**src/rtl/core/afe_pkg.sv**
```systemverilog
// Shared constants, codes and types for the multimode audio effect core.
package afe_pkg;

	localparam int SAMPLE_BITS = 10;
	localparam int OUT_BITS    = SAMPLE_BITS + 1;

	localparam int AVG_DEPTH   = 512;
	localparam int AVG_AW      = $clog2(AVG_DEPTH);
	localparam int AVG_CW      = $clog2(AVG_DEPTH + 1);
	localparam int AVG_SUM_W   = SAMPLE_BITS + AVG_CW;

	localparam int DELAY_DEPTH = 2048;
	localparam int DLY_AW      = $clog2(DELAY_DEPTH);
	localparam int DLY_CW      = $clog2(DELAY_DEPTH + 1);

	localparam int MODE_W      = 3;
	localparam int WIN_W       = 10;
	localparam int TREM_W      = 14;
	localparam int POS_W       = TREM_W + 1;
	localparam int DLEN_W      = 12;
	localparam int LVL_W       = 10;

	localparam int DIV_NW = (AVG_SUM_W > TREM_W + SAMPLE_BITS) ? AVG_SUM_W
		: TREM_W + SAMPLE_BITS;
	localparam int DIV_DW = (AVG_CW > TREM_W) ? AVG_CW : TREM_W;
	localparam int DIV_CNT_W = $clog2(DIV_NW);

	localparam int APB_AW = 5;

	localparam logic [2:0] REG_MODE      = 3'd0;
	localparam logic [2:0] REG_AVG_WIN   = 3'd1;
	localparam logic [2:0] REG_TREM_HALF = 3'd2;
	localparam logic [2:0] REG_DLY_LEN   = 3'd3;
	localparam logic [2:0] REG_DB_LOW    = 3'd4;
	localparam logic [2:0] REG_DB_HIGH   = 3'd5;
	localparam logic [2:0] REG_MIDPOINT  = 3'd6;

	localparam logic [MODE_W-1:0] MODE_PASS    = 3'd0;
	localparam logic [MODE_W-1:0] MODE_LOWPASS = 3'd1;
	localparam logic [MODE_W-1:0] MODE_HIPASS  = 3'd2;
	localparam logic [MODE_W-1:0] MODE_MAVG    = 3'd3;
	localparam logic [MODE_W-1:0] MODE_TREMOLO = 3'd4;
	localparam logic [MODE_W-1:0] MODE_ECHO    = 3'd5;

	typedef struct packed {
		logic              start;
		logic [DIV_NW-1:0] dividend;
		logic [DIV_DW-1:0] divisor;
	} div_req_t;

	typedef struct packed {
		logic              done;
		logic [DIV_NW-1:0] quotient;
	} div_rsp_t;

endpackage

```
**src/rtl/core/afe_divider.sv**
```systemverilog
// Shared restoring divider, one quotient bit per cycle.
module afe_divider import afe_pkg::*; (
	input  logic     clk,
	input  logic     arst_n,
	input  div_req_t req,
	output div_rsp_t rsp
);

	logic [DIV_DW:0]      rem_q;
	logic [DIV_NW-1:0]    quo_q;
	logic [DIV_DW-1:0]    dvs_q;
	logic [DIV_CNT_W-1:0] cnt_q;
	logic                 busy_q;
	logic                 done_q;
	logic [DIV_DW:0]      rem_sh;
	logic                 fits;

	assign rem_sh = {rem_q[DIV_DW-1:0], quo_q[DIV_NW-1]};
	assign fits   = rem_sh >= {1'b0, dvs_q};

	always_ff @(posedge clk or negedge arst_n) begin
		if (!arst_n) begin
			busy_q <= 1'b0;
			done_q <= 1'b0;
			cnt_q  <= '0;
		end else begin
			done_q <= 1'b0;
			if (req.start) begin
				busy_q <= 1'b1;
				cnt_q  <= '0;
			end else if (busy_q) begin
				cnt_q <= cnt_q + 1'b1;
				if (cnt_q == DIV_CNT_W'(DIV_NW - 1)) begin
					busy_q <= 1'b0;
					done_q <= 1'b1;
				end
			end
		end
	end

	always_ff @(posedge clk) begin
		if (req.start) begin
			rem_q <= '0;
			quo_q <= req.dividend;
			dvs_q <= req.divisor;
		end else if (busy_q) begin
			rem_q <= fits ? rem_sh - {1'b0, dvs_q} : rem_sh;
			quo_q <= {quo_q[DIV_NW-2:0], fits};
		end
	end

	assign rsp.done     = done_q;
	assign rsp.quotient = quo_q;

endmodule

```
**config.mk**
```make
export PLATFORM = sky130hd
export DESIGN_NAME = afe_divider
export DESIGN_NICKNAME = d
export VERILOG_FILES = /design/src/rtl/core/afe_pkg.sv /design/src/rtl/core/afe_divider.sv
export SDC_FILE = /design/constraint.sdc
export NUM_CORES = 1
export LEC_CHECK = 0
export BUFFER_PORTS_ARGS = -buffer_cell sky130_fd_sc_hd__buf_2
export CORE_ASPECT_RATIO = 0.9
export CORE_MARGIN = 2
export CORE_UTILIZATION = 50
export CTS_CLUSTER_SIZE = 28
export DETAILED_ROUTE_END_ITERATION = 6
export PLACE_DENSITY = 0.85
export SLEW_MARGIN = 10
export SYNTH_ARGS = -nofsm -noshare
export SYNTH_HDL_FRONTEND = slang
export SYNTH_SLANG_ARGS = --single-unit
```
**constraint.sdc**
```tcl
create_clock -name clk -period 7.05 [get_ports clk]
set_clock_uncertainty 0.15 [all_clocks]
set_input_delay 0.3525 -clock clk [delete_from_list [all_inputs] [get_ports clk]]
set_output_delay 0.3525 -clock clk [all_outputs]
set_load 0.05 [all_outputs]
```
Word-level counts from Yosys, hierarchy flattened:

Cells that the tools add are included.

* bits in registers: 59
* bits in latches: 0
* bits in writable memories: 0
* bits in read-only memories: 0
* input port bits: 41
* output and inout bits: 25
* word-level logic and storage cells: 22
* memories kept: 0

* add/subtract/negate cells: 2
* multipliers: 0
* divide/modulo/power cells: 0
* order comparisons: 1
* equal/unequal tests: 1
* shift operators: 0
* muxes and demuxes: 11
* bitwise logic cells: 0
* reduce and logical (&&, ||, !) cells: 1

Operator list (number)
* $mux 24: 2
* $ge 15x14->1: 1
* $mux 14: 1
* $sub 14x14->14: 1
* $mux 5: 2
* $mux 1: 6
* $add 5x1->5 const B: 1
* $eq 5x5->1 const B: 1
* $reduce_bool 2->1: 1

Longest topological paths before layout:

* word-level depth: 4
* depth in mapped cells: 10
* gate-level depth less buffers: 10

Worst setup path before layout:

Ideal clock, no wire load.

* path kind: register -> register
* from: register quo_q[23]
* to: register rem_q[7]
* library setup time: 0.116 ns
* arrival: 2.471 ns
* slack: 4.313 ns
* stages on the path, launching flop included: 10
* buffers on the path: 1
* path through: edfxtp_1 > inv_1 > ha_1 > nand2b_1 > a21oi_4 > a211oi_4 > o41ai_4 > buf_6 > o31ai_1 > a31o_1

* longest elaborated chain between the ends: 2
* elaborated cells on any way between the ends: 3
* those cells by class: 1 x add/sub; 1 x order compare; 1 x mux

Ends and longest elaborated chain
* start: declaration: line afe_divider.sv:10 `logic [DIV_NW-1:0] quo_q;`
* start signal: assignment: line afe_divider.sv:44 `quo_q <= req.dividend;`
* start signal: assignment: line afe_divider.sv:48 `quo_q <= {quo_q[DIV_NW-2:0], fits};`
* $sub 14x14->14 / $ge 15x14->1 (equally long branches): line afe_divider.sv:47, afe_divider.sv:19
* $mux 14 (*): line afe_divider.sv:47 `rem_q <= fits ? rem_sh - {1'b0, dvs_q} : rem_sh;`
* end signal: assignment: line afe_divider.sv:47
* end: declaration: line afe_divider.sv:9 `logic [DIV_DW:0] rem_q;`

Every way passes the cells marked *; elsewhere a longest branch is shown, timed or not.
A chain may end at the register's enable or synchronous reset.

Worst setup path in the final report:

* from: register dvs_q[8]
* to: register rem_q[1]

* longest elaborated chain between the ends: 2

Ends and longest elaborated chain
* start: declaration: line afe_divider.sv:11 `logic [DIV_DW-1:0] dvs_q;`
* start signal: assignment: line afe_divider.sv:45 `dvs_q <= req.divisor;`
* $ge 15x14->1: line afe_divider.sv:19 `assign fits = rem_sh >= {1'b0, dvs_q};`
* $mux 14: line afe_divider.sv:47

No other way between the ends.

==> metrics.yaml <==
place_congestion: 0.8529
critical_path_buf_inv_count: 2
clk_pin_slew_ns: 0.07
yosys_warnings: 0
final_hold_viol_count: 0
worstMarginPinSlew_ns: 0.9049
areaGrowthSynthToFinish_pct: 19.37
cts-root-buf: "clkbuf_8"
r2r_slack_ns: 4.21
tns_ns: 0
die_height_um: 79.64
finalInstanceArea_sq_um: 3794
dr_total_vias: 2358
whs_ns: 0.02459
max_freq_mhz: 352.5
overflow: 0
startpoint_type: "flip-flop"
cp_max_fo: 10
cap_violations: 0
ys_types: 48
synthCells: 278
wl_per_cell_um: 15.15
rr_worst_depth: 9
end_kind: "flip-flop"
cts.sinks: 59
ff_latch_area_sq_um: 1597
synth_flop_cell: "edfxtp_1"
clk_latency_ns: 0.36
yosysTopAreaCell: "edfxtp_1"
h-tree-depth: 3
rr_endpoint: "rem_q[1]"
period_minus_slack_ns: 2.837
die_width_um: 88.04
cpPeakStageDelay_ns: 0.69
initial_core_util: 0.5169
grt_antenna_before_repair: 0
core_region_area_sq_um: 6148
fillerInstances: 520
nNetsFinal: 405
synth_edf_count: 38
viasPerCell: 5.371
grt_setup_unrepaired: "false"
multi_input_area_sq_um: 1450
grt_pass1_wl_um: 10960
syn_avg_cell_area_sq_um: 11.43
regToRegStartpoint: "dvs_q[8]"
crit_chain: "inv_1, ha_1, nand2_1, o211ai_2, a211oi_4, o41ai_4, buf_4, mux2i_1, a211oi_1"
irDropWorstVdd_uv: 186.7
grt.total_usage: 0.2056
dr.pass1.iters: 4
clk_path_buf_depth: 2
drive_above_1_share: 0.3267
post_cts_buffers: 0
cts_tree: "yes"
hold_path_depth: 1
syn_area_sq_um: 3178
cp.arrival_ns: 2.88
routed_wl_um: 6653
antenna_cells: 0
synth_area_leaders: "edfxtp_1, dfxtp_1, mux2_2, ha_1, dfrtp_1"
io_pins: 66
holdCritPathClass: "in -> reg"
worstPathRequired_ns: 7.10
max-slew-margin-rel: 0.3960
power_density_nw_per_um2: 367.7
grt_max_degree: 55
dp_hpwl_um: 4777
drt_iter0_markers: 179
die_area_sq_um: 7011
cellLeakagePower_nw: 1.637
yosys_register_bits: 59
antenna_left: 0
placed_area_sq_um: 3575
io_buffers: 65
hold_end: "dvs_q[13]"
worstHoldStart: "req[13]"
synth.top_cell.area_share: 0.3591
async_reset_ff_frac: 0.1186
syn_nets: 336
finalCritPeriodShare: 0.4024
numCtsBuffers: 9
cpLargestDelayFamily: "compound AO/OA/AOI/OAI gates"
slowest_stage: "o41ai_4"
layoutNonFillerInstCount: 439
outcome: "completed"
num_rows: 27
drc: 0
grt_pass1_vias: 2395
crit_type: "reg -> reg"
ys_seq_area_frac: 0.5024
setup_viol: 0
dp_cells: 422
drv_slew: 0
-- worst max-delay path by stage --
stage	startpoint	to	cells after the start
floorplan	quo_q[23]	rem_q[7]	9
global placement	dvs_q[8]	rem_q[1]	9
detailed placement	dvs_q[8]	rem_q[1]	9
CTS	dvs_q[8]	rem_q[1]	9
global route	dvs_q[8]	rem_q[1]	9
finish	dvs_q[8]	rem_q[1]	9
-- worst register-to-register path: cells and delay by family (launching register included) --
kind	cells	cell delay, ns
adders and majority gates	1	0.40
AOI/OAI and AO/OA	4	1.10
DFF	1	0.33
buffers and inverters	2	0.36
and+or+nand+nor	1	0.17
muxes	1	0.20
-- logic make-up (layout without fill, tap and decap cells) --
logic type	count (synthesis)	count (layout)	synth area share
AO/OA/AOI/OAI	52	52	0.1217
XOR/XNOR	12	12	0.03307
adder cells (fa/ha/maj)	17	17	0.06929
buffers and inverters	31	105	0.04134
flip-flops	59	59	0.5024
multiplexers	37	37	0.1260
AND/OR/NAND/NOR	70	70	0.1063
-- cells in the mapped netlist, drive strengths merged (5+ instances only) --
master / count
o21ai: 13
xnor2: 7
nand2: 19
nand3: 8
buf: 7
xor2: 5
mux2i: 13
dfxtp: 14
a211oi: 8
dfrtp: 7
ha: 16
edfxtp: 38
nor2: 24
inv: 21
mux2: 24
a21oi: 13
-- layer usage --
metal | global-route usage | vias to the layer above | wire, um | share of wire
met2 | 0.3174 | 75 | 3202 | 0.48
met5 | 0 | - | 0 | 0
met1 | 0.2628 | 1112 | 2800 | 0.42
met4 | 0.1015 | 0 | 176 | 0.026
met3 | 0.06205 | 19 | 473 | 0.071
li1 | - | 1152 | - | -
-- registers in the layout, summed over array words and instances, names as in the netlist --
name    count
done_q      1
rem_q      14
quo_q      24
dvs_q      14
cnt_q       5
busy_q      1
-- stage by stage --
stage	worst slack, ns	utilization	power (W)
final	4.213	0.6170	0.001395
after global routing	4.017	0.6170	0.001477
after CTS	4.217	0.6170	0.001398
after detailed placement	4.240	0.5814	0.001065
after global placement	4.347	0.5814	0.001045
after floorplan	4.313	-	0.0009512
-- power by group --
part	leakage [nW]	total [W]	internal, W	switching (W)
clock network	0.106	0.000328	0.000170	0.000158
registers	0.597	0.000477	0.000432	0.0000447
logic	0.934	0.000590	0.000237	0.000353
total	1.64	0.00140	0.000839	0.000556
-- layout by cell type (no fill, tap or decap), drive strengths merged, types with 2 or more instances in the layout --
master | Yosys | routed
nor3 | 3 | 3
a21oi | 13 | 13
inv | 21 | 24
nand4 | 3 | 3
mux2i | 13 | 13
a31oi | 2 | 2
nand2b | 4 | 4
o21ai | 13 | 13
buf | 7 | 67
dfrtp | 7 | 7
o211ai | 3 | 3
nand2 | 19 | 19
mux2 | 24 | 24
or3 | 2 | 2
ha | 16 | 16
clkbuf | 3 | 9
and3 | 2 | 2
clkinv | 0 | 3
edfxtp | 38 | 38
a21o | 2 | 2
o21a | 2 | 2
a211oi | 8 | 8
nor2 | 24 | 24
nand3 | 8 | 8
xnor2 | 7 | 7
xor2 | 5 | 5
o31ai | 2 | 2
dfxtp | 14 | 14
-- what timing repair did --
action	4_1_cts	5_1_grt
endpoints found under the setup margin	0	0
endpoints found under the hold margin	7	0
gates resized for setup	0	0
hold buffers	1	0
-- area by class of cell --
type | count | share of cell area
flip-flops and latches | 59 | 0.4208
repair buffers | 68 | 0.09235
clock inverters | 7 | 0.02243
well taps | 87 | 0.02869
multi-input cells | 188 | 0.3823
inverters | 21 | 0.02078
clock buffers | 9 | 0.03265
Power figures use the tool's default switching activity.
